<file path="config.mk">
export PLATFORM = sky130hd
export DESIGN_NAME = exp_taylor_series
export DESIGN_NICKNAME = d
export VERILOG_FILES = /design/src/rtl/core/etx_pkg.sv /design/src/rtl/core/etx_mul.sv /design/src/rtl/core/etx_core.sv /design/src/rtl/core/exp_taylor_series.sv
export VERILOG_INCLUDE_DIRS = /design/src /design/src/rtl/core
export SDC_FILE = /design/constraint.sdc
export NUM_CORES = 2
export LEC_CHECK = 0
export ABC_AREA = 0
export BUFFER_PORTS_ARGS = -buffer_cell sky130_fd_sc_hd__buf_2
export CAP_MARGIN = 5
export CORE_ASPECT_RATIO = 1.1
export CORE_MARGIN = 3
export CORE_UTILIZATION = 24
export CTS_CLUSTER_SIZE = 24
export DETAILED_ROUTE_END_ITERATION = 8
export MAX_ROUTING_LAYER = met4
export PLACE_DENSITY = 0.43
export SETUP_SLACK_MARGIN = 0.05
export SYNTH_ARGS = -nofsm -noshare
export SYNTH_HDL_FRONTEND = slang
export SYNTH_SLANG_ARGS = --single-unit
</file>
<file path="constraint.sdc">
create_clock -name i_clk -period 30.7 [get_ports i_clk]
set_input_delay 6.14 -clock i_clk [delete_from_list [all_inputs] [get_ports i_clk]]
set_output_delay 6.14 -clock i_clk [all_outputs]
set_load 0.02 [all_outputs]
</file>
<file path="src/rtl/core/exp_taylor_series_defines.svh">
// ----------------------------------------------------------------------------
// exp_taylor_series_defines: assertion macros
// Shared assertion forms for the exponential series block.
// ----------------------------------------------------------------------------
`ifndef EXP_TAYLOR_SERIES_DEFINES_SVH
`define EXP_TAYLOR_SERIES_DEFINES_SVH

// Same-cycle implication, off during reset
`define ETX_ASSERT_IMP(label, clk, rst_n, ante, cons) \
    label: assert property (@(posedge clk) disable iff (!rst_n) (ante) |-> (cons)) \
        else $error("etx assertion failed");

// Next-cycle implication, off during reset
`define ETX_ASSERT_NEXT(label, clk, rst_n, ante, cons) \
    label: assert property (@(posedge clk) disable iff (!rst_n) (ante) |=> (cons)) \
        else $error("etx assertion failed");

`endif

</file>
<file path="src/rtl/core/etx_pkg.sv">
// ----------------------------------------------------------------------------
// etx_pkg: exponential series package
// Formats, reciprocal table and shared types of the exponential series block.
// ----------------------------------------------------------------------------
`default_nettype none

package etx_pkg;

    // Series length and fixed-point formats
    localparam int TERM_COUNT = 20;
    localparam int FRAC_BITS  = 16;
    localparam int GUARD_BITS = 6;
    localparam int RECIP_BITS = 24;
    localparam int X_W        = 21;
    localparam int OUT_W      = 32;

    // Internal widths
    localparam int TERM_W    = OUT_W + GUARD_BITS + 1;
    localparam int MAG_W     = X_W;
    localparam int RECIP_W   = RECIP_BITS + 1;
    localparam int MUL_A_W   = TERM_W;
    localparam int MUL_B_W   = (RECIP_W > MAG_W) ? RECIP_W : MAG_W;
    localparam int PROD_W    = MUL_A_W + MUL_B_W;
    localparam int SHIFT_W   = PROD_W - FRAC_BITS;
    localparam int SUM_W     = TERM_W + $clog2(TERM_COUNT) + 1;
    localparam int K_W       = $clog2(TERM_COUNT);
    localparam int RECIP_DEPTH = 64;
    localparam int RIDX_W    = 6;

    // Term constants
    localparam logic [TERM_W-1:0] TERM_ONE = TERM_W'(1) << (FRAC_BITS + GUARD_BITS);
    localparam logic [TERM_W-1:0] TERM_CAP = TERM_W'(1) << (OUT_W + GUARD_BITS);

    // 1/k in Q1.RECIP_BITS, rounded half up; entry 0 is unused
    localparam longint unsigned RONE = 64'd1 << RECIP_BITS;
    localparam logic [RECIP_W-1:0] RECIP_TABLE [RECIP_DEPTH] = '{
        RECIP_W'(0),
        RECIP_W'((RONE + 64'd0) / 64'd1),   RECIP_W'((RONE + 64'd1) / 64'd2),
        RECIP_W'((RONE + 64'd1) / 64'd3),   RECIP_W'((RONE + 64'd2) / 64'd4),
        RECIP_W'((RONE + 64'd2) / 64'd5),   RECIP_W'((RONE + 64'd3) / 64'd6),
        RECIP_W'((RONE + 64'd3) / 64'd7),   RECIP_W'((RONE + 64'd4) / 64'd8),
        RECIP_W'((RONE + 64'd4) / 64'd9),   RECIP_W'((RONE + 64'd5) / 64'd10),
        RECIP_W'((RONE + 64'd5) / 64'd11),  RECIP_W'((RONE + 64'd6) / 64'd12),
        RECIP_W'((RONE + 64'd6) / 64'd13),  RECIP_W'((RONE + 64'd7) / 64'd14),
        RECIP_W'((RONE + 64'd7) / 64'd15),  RECIP_W'((RONE + 64'd8) / 64'd16),
        RECIP_W'((RONE + 64'd8) / 64'd17),  RECIP_W'((RONE + 64'd9) / 64'd18),
        RECIP_W'((RONE + 64'd9) / 64'd19),  RECIP_W'((RONE + 64'd10) / 64'd20),
        RECIP_W'((RONE + 64'd10) / 64'd21), RECIP_W'((RONE + 64'd11) / 64'd22),
        RECIP_W'((RONE + 64'd11) / 64'd23), RECIP_W'((RONE + 64'd12) / 64'd24),
        RECIP_W'((RONE + 64'd12) / 64'd25), RECIP_W'((RONE + 64'd13) / 64'd26),
        RECIP_W'((RONE + 64'd13) / 64'd27), RECIP_W'((RONE + 64'd14) / 64'd28),
        RECIP_W'((RONE + 64'd14) / 64'd29), RECIP_W'((RONE + 64'd15) / 64'd30),
        RECIP_W'((RONE + 64'd15) / 64'd31), RECIP_W'((RONE + 64'd16) / 64'd32),
        RECIP_W'((RONE + 64'd16) / 64'd33), RECIP_W'((RONE + 64'd17) / 64'd34),
        RECIP_W'((RONE + 64'd17) / 64'd35), RECIP_W'((RONE + 64'd18) / 64'd36),
        RECIP_W'((RONE + 64'd18) / 64'd37), RECIP_W'((RONE + 64'd19) / 64'd38),
        RECIP_W'((RONE + 64'd19) / 64'd39), RECIP_W'((RONE + 64'd20) / 64'd40),
        RECIP_W'((RONE + 64'd20) / 64'd41), RECIP_W'((RONE + 64'd21) / 64'd42),
        RECIP_W'((RONE + 64'd21) / 64'd43), RECIP_W'((RONE + 64'd22) / 64'd44),
        RECIP_W'((RONE + 64'd22) / 64'd45), RECIP_W'((RONE + 64'd23) / 64'd46),
        RECIP_W'((RONE + 64'd23) / 64'd47), RECIP_W'((RONE + 64'd24) / 64'd48),
        RECIP_W'((RONE + 64'd24) / 64'd49), RECIP_W'((RONE + 64'd25) / 64'd50),
        RECIP_W'((RONE + 64'd25) / 64'd51), RECIP_W'((RONE + 64'd26) / 64'd52),
        RECIP_W'((RONE + 64'd26) / 64'd53), RECIP_W'((RONE + 64'd27) / 64'd54),
        RECIP_W'((RONE + 64'd27) / 64'd55), RECIP_W'((RONE + 64'd28) / 64'd56),
        RECIP_W'((RONE + 64'd28) / 64'd57), RECIP_W'((RONE + 64'd29) / 64'd58),
        RECIP_W'((RONE + 64'd29) / 64'd59), RECIP_W'((RONE + 64'd30) / 64'd60),
        RECIP_W'((RONE + 64'd30) / 64'd61), RECIP_W'((RONE + 64'd31) / 64'd62),
        RECIP_W'((RONE + 64'd31) / 64'd63)
    };

    // Request to the shared multiplier
    typedef struct packed {
        logic               en;
        logic [MUL_A_W-1:0] a;
        logic [MUL_B_W-1:0] b;
    } t_mul_req;

    // Finished result of one item
    typedef struct packed {
        logic signed [OUT_W-1:0] value;
        logic                    sat;
    } t_result;

endpackage

`default_nettype wire

</file>
<file path="src/rtl/core/etx_mul.sv">
// ----------------------------------------------------------------------------
// etx_mul: shared multiplier
// Unsigned multiplier with a registered product, loaded when a request is on.
// ----------------------------------------------------------------------------
`default_nettype none

module etx_mul (
    input  wire logic                   i_clk,
    input  wire etx_pkg::t_mul_req      i_req,
    output logic [etx_pkg::PROD_W-1:0]  o_prod
);
    import etx_pkg::*;

    logic [PROD_W-1:0] r_prod;

    // Product register
    always_ff @(posedge i_clk) begin
        if (i_req.en) begin
            r_prod <= PROD_W'(i_req.a) * PROD_W'(i_req.b);
        end
    end

    assign o_prod = r_prod;

endmodule

`default_nettype wire

</file>
<file path="src/rtl/core/etx_core.sv">
// ----------------------------------------------------------------------------
// etx_core: series sequencer
// Steps the term recurrence over the shared multiplier, accumulates the sum
// and rounds and clamps it at the end.
// ----------------------------------------------------------------------------
`default_nettype none

module etx_core (
    input  wire logic                        i_clk,
    input  wire logic                        i_rst_n,
    input  wire logic                        i_start,
    input  wire logic signed [etx_pkg::X_W-1:0] i_x,
    input  wire logic                        i_out_free,
    output logic                             o_idle,
    output logic                             o_done,
    output etx_pkg::t_result                 o_result
);
    import etx_pkg::*;

    typedef enum logic [2:0] {
        S_IDLE,
        S_MX,
        S_CAP,
        S_MR,
        S_ACC,
        S_FIN
    } t_state;

    localparam logic signed [SUM_W-1:0] SUM_HI =
        {{(SUM_W-OUT_W+1){1'b0}}, {(OUT_W-1){1'b1}}};
    localparam logic signed [SUM_W-1:0] SUM_LO = ~SUM_HI;
    localparam logic signed [SUM_W-1:0] RND_HALF = SUM_W'(1) << (GUARD_BITS - 1);
    localparam logic [K_W-1:0]          K_LAST = K_W'(TERM_COUNT - 1);

    t_state                   r_state, n_state;
    logic [K_W-1:0]           r_k, n_k;
    logic [TERM_W-1:0]        r_term, n_term;
    logic [TERM_W-1:0]        r_p, n_p;
    logic signed [SUM_W-1:0]  r_sum, n_sum;
    logic [MAG_W-1:0]         r_mag, n_mag;
    logic                     r_neg, n_neg;
    logic                     r_capped, n_capped;
    logic                     r_done, n_done;
    t_result                  r_result, n_result;

    t_mul_req                 mul_req;
    logic [PROD_W-1:0]        mul_prod;
    logic [SHIFT_W-1:0]       prod_shr;
    logic [TERM_W-1:0]        new_term;
    logic signed [SUM_W-1:0]  term_ext;
    logic signed [SUM_W-1:0]  rnd;

    etx_mul u_mul (
        .i_clk  (i_clk),
        .i_req  (mul_req),
        .o_prod (mul_prod)
    );

    // Datapath taps
    assign prod_shr = mul_prod[PROD_W-1:FRAC_BITS];
    assign new_term = mul_prod[RECIP_BITS +: TERM_W];
    assign term_ext = $signed(SUM_W'(new_term));
    assign rnd      = (r_sum + RND_HALF) >>> GUARD_BITS;

    // Multiplier operand select
    always_comb begin
        mul_req = '0;
        case (r_state)
            S_MX: begin
                mul_req.en = 1'b1;
                mul_req.a  = r_term;
                mul_req.b  = MUL_B_W'(r_mag);
            end
            S_MR: begin
                mul_req.en = 1'b1;
                mul_req.a  = r_p;
                mul_req.b  = MUL_B_W'(RECIP_TABLE[RIDX_W'(r_k)]);
            end
            default: begin
                mul_req = '0;
            end
        endcase
    end

    // Sequencer next state
    always_comb begin
        n_state  = r_state;
        n_k      = r_k;
        n_term   = r_term;
        n_p      = r_p;
        n_sum    = r_sum;
        n_mag    = r_mag;
        n_neg    = r_neg;
        n_capped = r_capped;
        n_done   = 1'b0;
        n_result = r_result;
        case (r_state)
            S_IDLE: begin
                if (i_start) begin
                    n_neg    = i_x[X_W-1];
                    n_mag    = i_x[X_W-1] ? MAG_W'(-i_x) : MAG_W'(i_x);
                    n_term   = TERM_ONE;
                    n_sum    = $signed(SUM_W'(TERM_ONE));
                    n_k      = K_W'(1);
                    n_capped = 1'b0;
                    n_state  = S_MX;
                end
            end
            S_MX: begin
                n_state = S_CAP;
            end
            S_CAP: begin
                // limit the scaled product to the term cap
                if (prod_shr > SHIFT_W'(TERM_CAP)) begin
                    n_p      = TERM_CAP;
                    n_capped = 1'b1;
                end else begin
                    n_p = prod_shr[TERM_W-1:0];
                end
                n_state = S_MR;
            end
            S_MR: begin
                n_state = S_ACC;
            end
            S_ACC: begin
                // odd powers of a negative x subtract
                n_term = new_term;
                if (r_neg && r_k[0]) begin
                    n_sum = r_sum - term_ext;
                end else begin
                    n_sum = r_sum + term_ext;
                end
                if (r_k == K_LAST) begin
                    n_state = S_FIN;
                end else begin
                    n_k     = r_k + K_W'(1);
                    n_state = S_MX;
                end
            end
            S_FIN: begin
                // round, clamp, hand over when the output stage frees up
                if (i_out_free) begin
                    if (r_capped) begin
                        n_result.sat   = 1'b1;
                        n_result.value = r_sum[SUM_W-1] ? OUT_W'(SUM_LO) : OUT_W'(SUM_HI);
                    end else if (rnd > SUM_HI) begin
                        n_result.sat   = 1'b1;
                        n_result.value = OUT_W'(SUM_HI);
                    end else if (rnd < SUM_LO) begin
                        n_result.sat   = 1'b1;
                        n_result.value = OUT_W'(SUM_LO);
                    end else begin
                        n_result.sat   = 1'b0;
                        n_result.value = rnd[OUT_W-1:0];
                    end
                    n_done  = 1'b1;
                    n_state = S_IDLE;
                end
            end
            default: begin
                n_state = S_IDLE;
            end
        endcase
    end

    // State and registered outputs
    always_ff @(posedge i_clk) begin
        if (!i_rst_n) begin
            r_state <= S_IDLE;
            r_done  <= 1'b0;
        end else begin
            r_state <= n_state;
            r_done  <= n_done;
        end
        r_k      <= n_k;
        r_term   <= n_term;
        r_p      <= n_p;
        r_sum    <= n_sum;
        r_mag    <= n_mag;
        r_neg    <= n_neg;
        r_capped <= n_capped;
        r_result <= n_result;
    end

    assign o_idle   = (r_state == S_IDLE) && !r_done;
    assign o_done   = r_done;
    assign o_result = r_result;

endmodule

`default_nettype wire

</file>
<file path="src/rtl/core/exp_taylor_series.sv">
// ----------------------------------------------------------------------------
// exp_taylor_series: fixed-point exponential by a truncated Taylor series
// One item at a time: a new input is accepted only while the core is idle.
// Each term makes two passes through the one shared multiplier.
// The output register holds a result while the next item is taken.
// Reset: synchronous, active low; clears sequencer state and output valid.
// ----------------------------------------------------------------------------
`default_nettype none

`include "exp_taylor_series_defines.svh"

module exp_taylor_series (
    input  wire logic                               i_clk,
    input  wire logic                               i_rst_n,
    input  wire logic                               i_valid,
    output logic                                    o_ready,
    input  wire logic signed [etx_pkg::X_W-1:0]     i_x_value,
    output logic                                    o_valid,
    input  wire logic                               i_ready,
    output logic signed [etx_pkg::OUT_W-1:0]        o_exp_value,
    output logic                                    o_saturated
);
    import etx_pkg::*;

    logic    core_idle;
    logic    core_done;
    logic    out_free;
    t_result core_result;
    logic    r_out_valid;

    // Output stage is free when empty or being drained
    assign out_free = !r_out_valid || i_ready;

    etx_core u_core (
        .i_clk      (i_clk),
        .i_rst_n    (i_rst_n),
        .i_start    (i_valid && core_idle),
        .i_x        (i_x_value),
        .i_out_free (out_free),
        .o_idle     (core_idle),
        .o_done     (core_done),
        .o_result   (core_result)
    );

    // Output valid flag; the result itself sits in the core's register
    always_ff @(posedge i_clk) begin
        if (!i_rst_n) begin
            r_out_valid <= 1'b0;
        end else if (core_done) begin
            r_out_valid <= 1'b1;
        end else if (i_ready) begin
            r_out_valid <= 1'b0;
        end
    end

    assign o_ready     = core_idle;
    assign o_valid     = r_out_valid;
    assign o_exp_value = core_result.value;
    assign o_saturated = core_result.sat;

    // Checks
    `ETX_ASSERT_NEXT(a_busy_after_accept, i_clk, i_rst_n, i_valid && o_ready, !o_ready)
    `ETX_ASSERT_NEXT(a_done_shows_valid, i_clk, i_rst_n, core_done, o_valid)
    `ETX_ASSERT_IMP(a_no_overwrite, i_clk, i_rst_n, core_done && $past(r_out_valid), $past(i_ready))

endmodule

`default_nettype wire

</file>
Word-level counts from Yosys, hierarchy flattened

Memories as Yosys holds them, arrays and structs flattened.
Cells that the tools add are included.

Multiplexer cells: 26
Reductions and logical operators: 18
Equality and inequality tests: 10
$mul: 1
Add/subtract/negate cells: 5
Bitwise operators: 1
$lt $le $gt $ge: 4

Operator list:

| cell                                                                    | number |
|---|---|
| 65-bit one-hot mux with 2 select lines                                  | 1 |
| 33-bit 2-to-1 mux                                                       | 3 |
| 45-bit 2-to-1 mux                                                       | 2 |
| 45-bit one-hot mux with 2 select lines                                  | 1 |
| 39-bit one-hot mux with 2 select lines                                  | 1 |
| 39-bit by 25-bit multiplier with 64-bit output                          | 1 |
| 25-bit 2-to-1 mux                                                       | 2 |
| 48-bit by 39-bit > comparator with 1-bit output (second input constant) | 1 |
| 45-bit by 40-bit adder with 45-bit output                               | 1 |
| 45-bit by 7-bit adder with 45-bit output (second input constant)        | 1 |
| 45-bit by 40-bit subtractor with 45-bit output                          | 1 |
| 39-bit by 32-bit > comparator with 1-bit output (second input constant) | 1 |
| 39-bit by 32-bit < comparator with 1-bit output (second input constant) | 1 |
| 39-bit 2-to-1 mux                                                       | 1 |
| 32-bit 2-to-1 mux                                                       | 1 |
| 21-bit negation                                                         | 1 |
| 20-bit 2-to-1 mux                                                       | 1 |
| 3-bit one-hot mux with 6 select lines                                   | 1 |
| 5-bit 2-to-1 mux                                                        | 2 |
| 5-bit one-hot mux with 2 select lines                                   | 1 |
| 2-bit AND reduction                                                     | 5 |
| 3-bit 2-to-1 mux                                                        | 3 |
| 7-bit greater-or-equal comparator (second input constant)               | 1 |
| 5-bit inverter with 7-bit output                                        | 1 |
| other kinds (16)                                                        | 30 |

Logic and storage cells: 80
Memory bits (read-only): 1600
Input port bits: 25
Memories: 1
Register bits after elaboration: 253

Memories:

| memory           | words | width | rd ports | clocked after memory_dff | write ports | RTL line       | RTL |
|---|---|---|---|---|---|---|---|
| (name not given) | 64    | 25    | 1        | 0                        | 0           | etx_core.sv:77 | `mul_req.b = MUL_B_W'(RECIP_TABLE[RIDX_W'(r_k)]);` |

Longest topological paths before layout

Depth in word-level cells: 6
Mapped depth: 36
Mapped depth without buffers: 33

By module

From an unflattened synthesis, not the netlist that was laid out.

Cells, all modules: 4952
Area total of the unflattened synthesis: 45889.0 um2

Modules (own cells, without submodules):

| module            | seq. area each (um2) | instances | cells each | area each (um2) |
|---|---|---|---|---|
| etx_mul           | 1921.8               | 1         | 3603       | 32902.8 |
| etx_core          | 5605.4               | 1         | 1344       | 12931.2 |
| exp_taylor_series | 20.0                 | 1         | 5          | 55.1 |

Least setup slack after synthesis

No wires, ideal clock.

Kind: register to register
Start: reg u_core.r_state[2]
End: reg u_core.u_mul.r_prod[51] (netlist: u_core.u_mul.o_prod[51]) (data pin)
Cell stages (with the launch flop): 30
Slack: 21.041 ns
Arrival: 9.396 ns
Library setup time: 0.263 ns
Path through: dfxtp_1 > nand2b_1 > inv_1 > clkbuf_1 > clkbuf_1 > clkbuf_1 > buf_1 > nand2_1 > nor2_1 > fa_1 > fa_1 > inv_1 > fa_1 > fa_1 > inv_1 > fa_1 > fa_1 > fa_1 > ha_1 > buf_2 > a21o_1 > a21oi_1 > nor2b_1 > a2111oi_2 > nor2_1 > o2111ai_1 > nand3_1 > a31o_2 > a311oi_1 > xnor2_1

Cells in the longest elaborated chain, start to end: 3

Ends and longest elaborated chain:

| item                                                                                                        | RTL line        | RTL |
|---|---|---|
| from (decl)                                                                                                 | etx_core.sv:35  | `t_state r_state, n_state;` |
| from (signal assigned)                                                                                      | etx_core.sv:172 | `r_state <= n_state;` |
| 3-bit by 2-bit == test with 1-bit output / 3-bit by 1-bit == test with 1-bit output (equally long branches) | etx_core.sv:68  | `case (r_state)` |
| 65-bit one-hot mux with 2 select lines (*)                                                                  | etx_core.sv:68  |  |
| 39-bit by 25-bit multiplier with 64-bit output (*)                                                          | etx_mul.sv:19   | `r_prod <= PROD_W'(i_req.a) * PROD_W'(i_req.b);` |
| to (signal assigned)                                                                                        | etx_mul.sv:19   |  |
| to (decl)                                                                                                   | etx_mul.sv:14   | `logic [PROD_W-1:0] r_prod;` |

Mark *: on every way between the ends. The rest lies on a longest branch, timed or not.
A chain may end at the register's enable or synchronous reset.

Final worst setup path

Start: reg u_core.r_state[0]
End: reg u_core.u_mul.r_prod[57] (netlist: u_core.u_mul.o_prod[57]) (data pin)

The elaborated chain is that of the path after synthesis.

==> reports/metrics.yaml <==
run_status: "complete, no violations"
cts_made_buffers: 27
io_pins: 60
synth.mux.area_fraction_pct: 1.24
grtUsageTotal_pct: 16.7
avgRoutedWirePerCell_um: 21.3
hp-class: "reg2reg"
cap_viol_max_count: 0
cp_common_cell: "fa_1"
start_kind: "register"
synthXorXnorAreaFrac_pct: 3.53
yosysWarningCount: 0
cts_tree: "done"
die_w_um: 415
synthTopCellsByCount: "inv_1, fa_1, nand2_1"
syn_area_per_cell_um2: 9.07
cts-root-buf: "clkbuf_16"
synthCells: 4864
hold_viol: 0
p_int_uw: 1260
initial_utilization_pct: 24.2
pwr-share-clk_pct: 12.4
cp-end-kind: "register"
gr-total-overflow: 0
drtAntennaViolNets: 0
drive_above_1_share_pct: 5.83
final-seq-area_um2: 7070
maxSlewViolCount: 0
worstSetupStartpoint: "u_core.r_state[0]"
synth_most_common_cell: "inv_1"
fmax_mhz: 92.4
crit_fanout: 97
grt_pass1_vias: 35500
drc: 0
place_congestion: 0.899
area_growth_syn_to_layout_pct: 8.99
placed_cells: 7159
path_class: "reg2reg"
ctsHoldBuffers: 0
port_buffers: 59
htree_levels: 1
syn_nets: 5989
fp.dieH_um: 456
final-setup-viol-count: 0
hpwl_um: 120000
clk_latency_ns: 0.55
dr_total_vias: 33300
nFillCells: 19700
synth-compound-area-share_pct: 7.19
num_rows: 164
core_um2: 182000
period_share_pct: 35.2
grt_pass1_wl_um: 232000
switching_power_uw: 1520
critPathMaxStageDelay_ns: 1.04
power_density_nw_per_um2: 57.8
antenna_found_initial: 1
synth-async-reset-ratio_pct: 0
crit_slowest_cell: "and2_1"
post_cts_buffers: 0
routed_via_density: 4.61
finClkSkew_ns: 0.0147
tightest_slew_ns: 1.31
finalSetupTns_ns: 0
synth_area_um2: 44100
synthFlopType: "edfxtp_1"
p_comb_share_pct: 66.7
cts_buffer_depth: 3
p_leak_uw: 0.0210
drt-initial-drc-count: 2141
arrival_ns: 11.12
finalNetCount: 5906
grt_max_degree: 98
clkSinkCount: 237
slew_headroom_pct: 12.4
synth_area_leaders: "fa_1, edfxtp_1, inv_1"
cts-resized-gates: 0
ys_seq_area_share_pct: 16.0
min_from: "u_core.o_done"
drt_first_pass_iters: 6
fin_cells: 7212
synth_cell_types: 89
required_ns: 31.00
multiInputGateArea_um2: 32800
p_sw_share_pct: 54.6
die_area_um2: 189000
synthAdderAreaFrac_pct: 45.6
synth.top_cell.area_share_pct: 38.5
yosys.area_share.simple_pct: 16.5
rsz0062_at_grt: "no"
synth_edf_count: 232
vdd_drop_max_mv: 0.0477
finalCriticalPeriod_ns: 10.82
synth_top_family_by_area: "adder cells"
path_clk_slew_ns: 0.07
yosys.area.top_type: "fa_1"
r2r-start: "u_core.r_state[0]"
drt_wl_total_um: 154000
synth_seq_cells: 237
power_frac_seq_pct: 20.9
## per-stage QoR
step                      util (%)  instance area [µm²]  total power (µW)  hold WS, ns  setup WS (ns)
after global placement        25.9                47200              2450        0.461          20.26
after global routing          26.4                48100              2990        0.501          19.46
after detailed placement      25.9                47200              2450        0.473          20.10
after CTS                     26.4                48100              2810        0.487          20.06
final                         26.4                48100              2780        0.484          19.88
after floorplan                  -                44100              1730        0.441          21.04
## path summary, 6_finish.rpt
path                              to  slack [ns]  cells after the start
max          u_core.u_mul.o_prod[57]       19.88                     28
min                          o_valid        0.48                      1
max reg2reg  u_core.u_mul.o_prod[57]       19.88                     28
min reg2reg                  o_valid        0.48                      1
## sequential cells by signal, indices dropped and copies added, names as in the netlist
signal,cells
u_core.r_neg,1
u_core.r_p,39
u_core.o_done,1
u_core.r_k,5
u_core.r_mag,21
u_core.r_state,3
u_core.o_result,33
o_valid,1
u_core.r_term,39
u_core.r_sum,45
u_core.u_mul.o_prod,48
u_core.r_capped,1
## final cells by class
class	instances	area share, %
well taps	2407	6.26
diodes	4	0.0208
repair buffers	140	1.88
clock buffers	30	1.43
flip-flops and latches	237	14.7
multi-input cells	3470	68.2
inverters	905	7.07
clock inverters	19	0.484
## worst max-delay path, delay by kind of cell, from the launching register on
family,cells,cell delay [ns]
flops,1,0.60
compound gates,5,2.02
simple gates,7,2.51
xor+xnor,1,0.08
buf+inv,7,1.31
fa+ha+maj,8,3.93
## cells by family after synthesis
group                      Yosys count
AOI/OAI and AO/OA                  490
xor gates and xnor gates           178
adders and majority gates         1100
buffers and inverters             1157
DFF                                237
muxes                               48
and+or+nand+nor                   1654
## layer usage
metal,up-vias,global-route usage (%),wire [µm]
met5,-,-,0
met2,826,28.9,77600
met3,245,1.26,5720
li1,14800,-,-
met4,0,6.26,7280
met1,17400,20.3,63200
## power groups by stage
stage	Sequential [µW]	Clock, µW	Combinational [µW]
floorplan	544	0	1190
global placement	589	0	1860
detailed placement	589	0	1860
CTS	583	354	1870
global route	593	369	2020
finish	581	345	1850
## cells in the final DEF, fill, tap and decap left out, types with 19 or more instances in the layout
cell,instances
inv_1,903
fa_1,848
nand2_1,732
nor2_1,499
ha_1,252
edfxtp_1,232
and2_1,139
o21ai_0,129
a21oi_1,115
xor2_1,97
xnor2_1,81
buf_4,81
a21o_1,62
nand3_1,60
buf_2,59
mux2_2,40
and3_1,32
nand2b_1,27
nor3_1,27
clkbuf_16,27
nand4_1,25
o31ai_1,21
nor2b_1,20
o21bai_1,20
a31oi_1,19
Power figures use the tool's default switching activity.
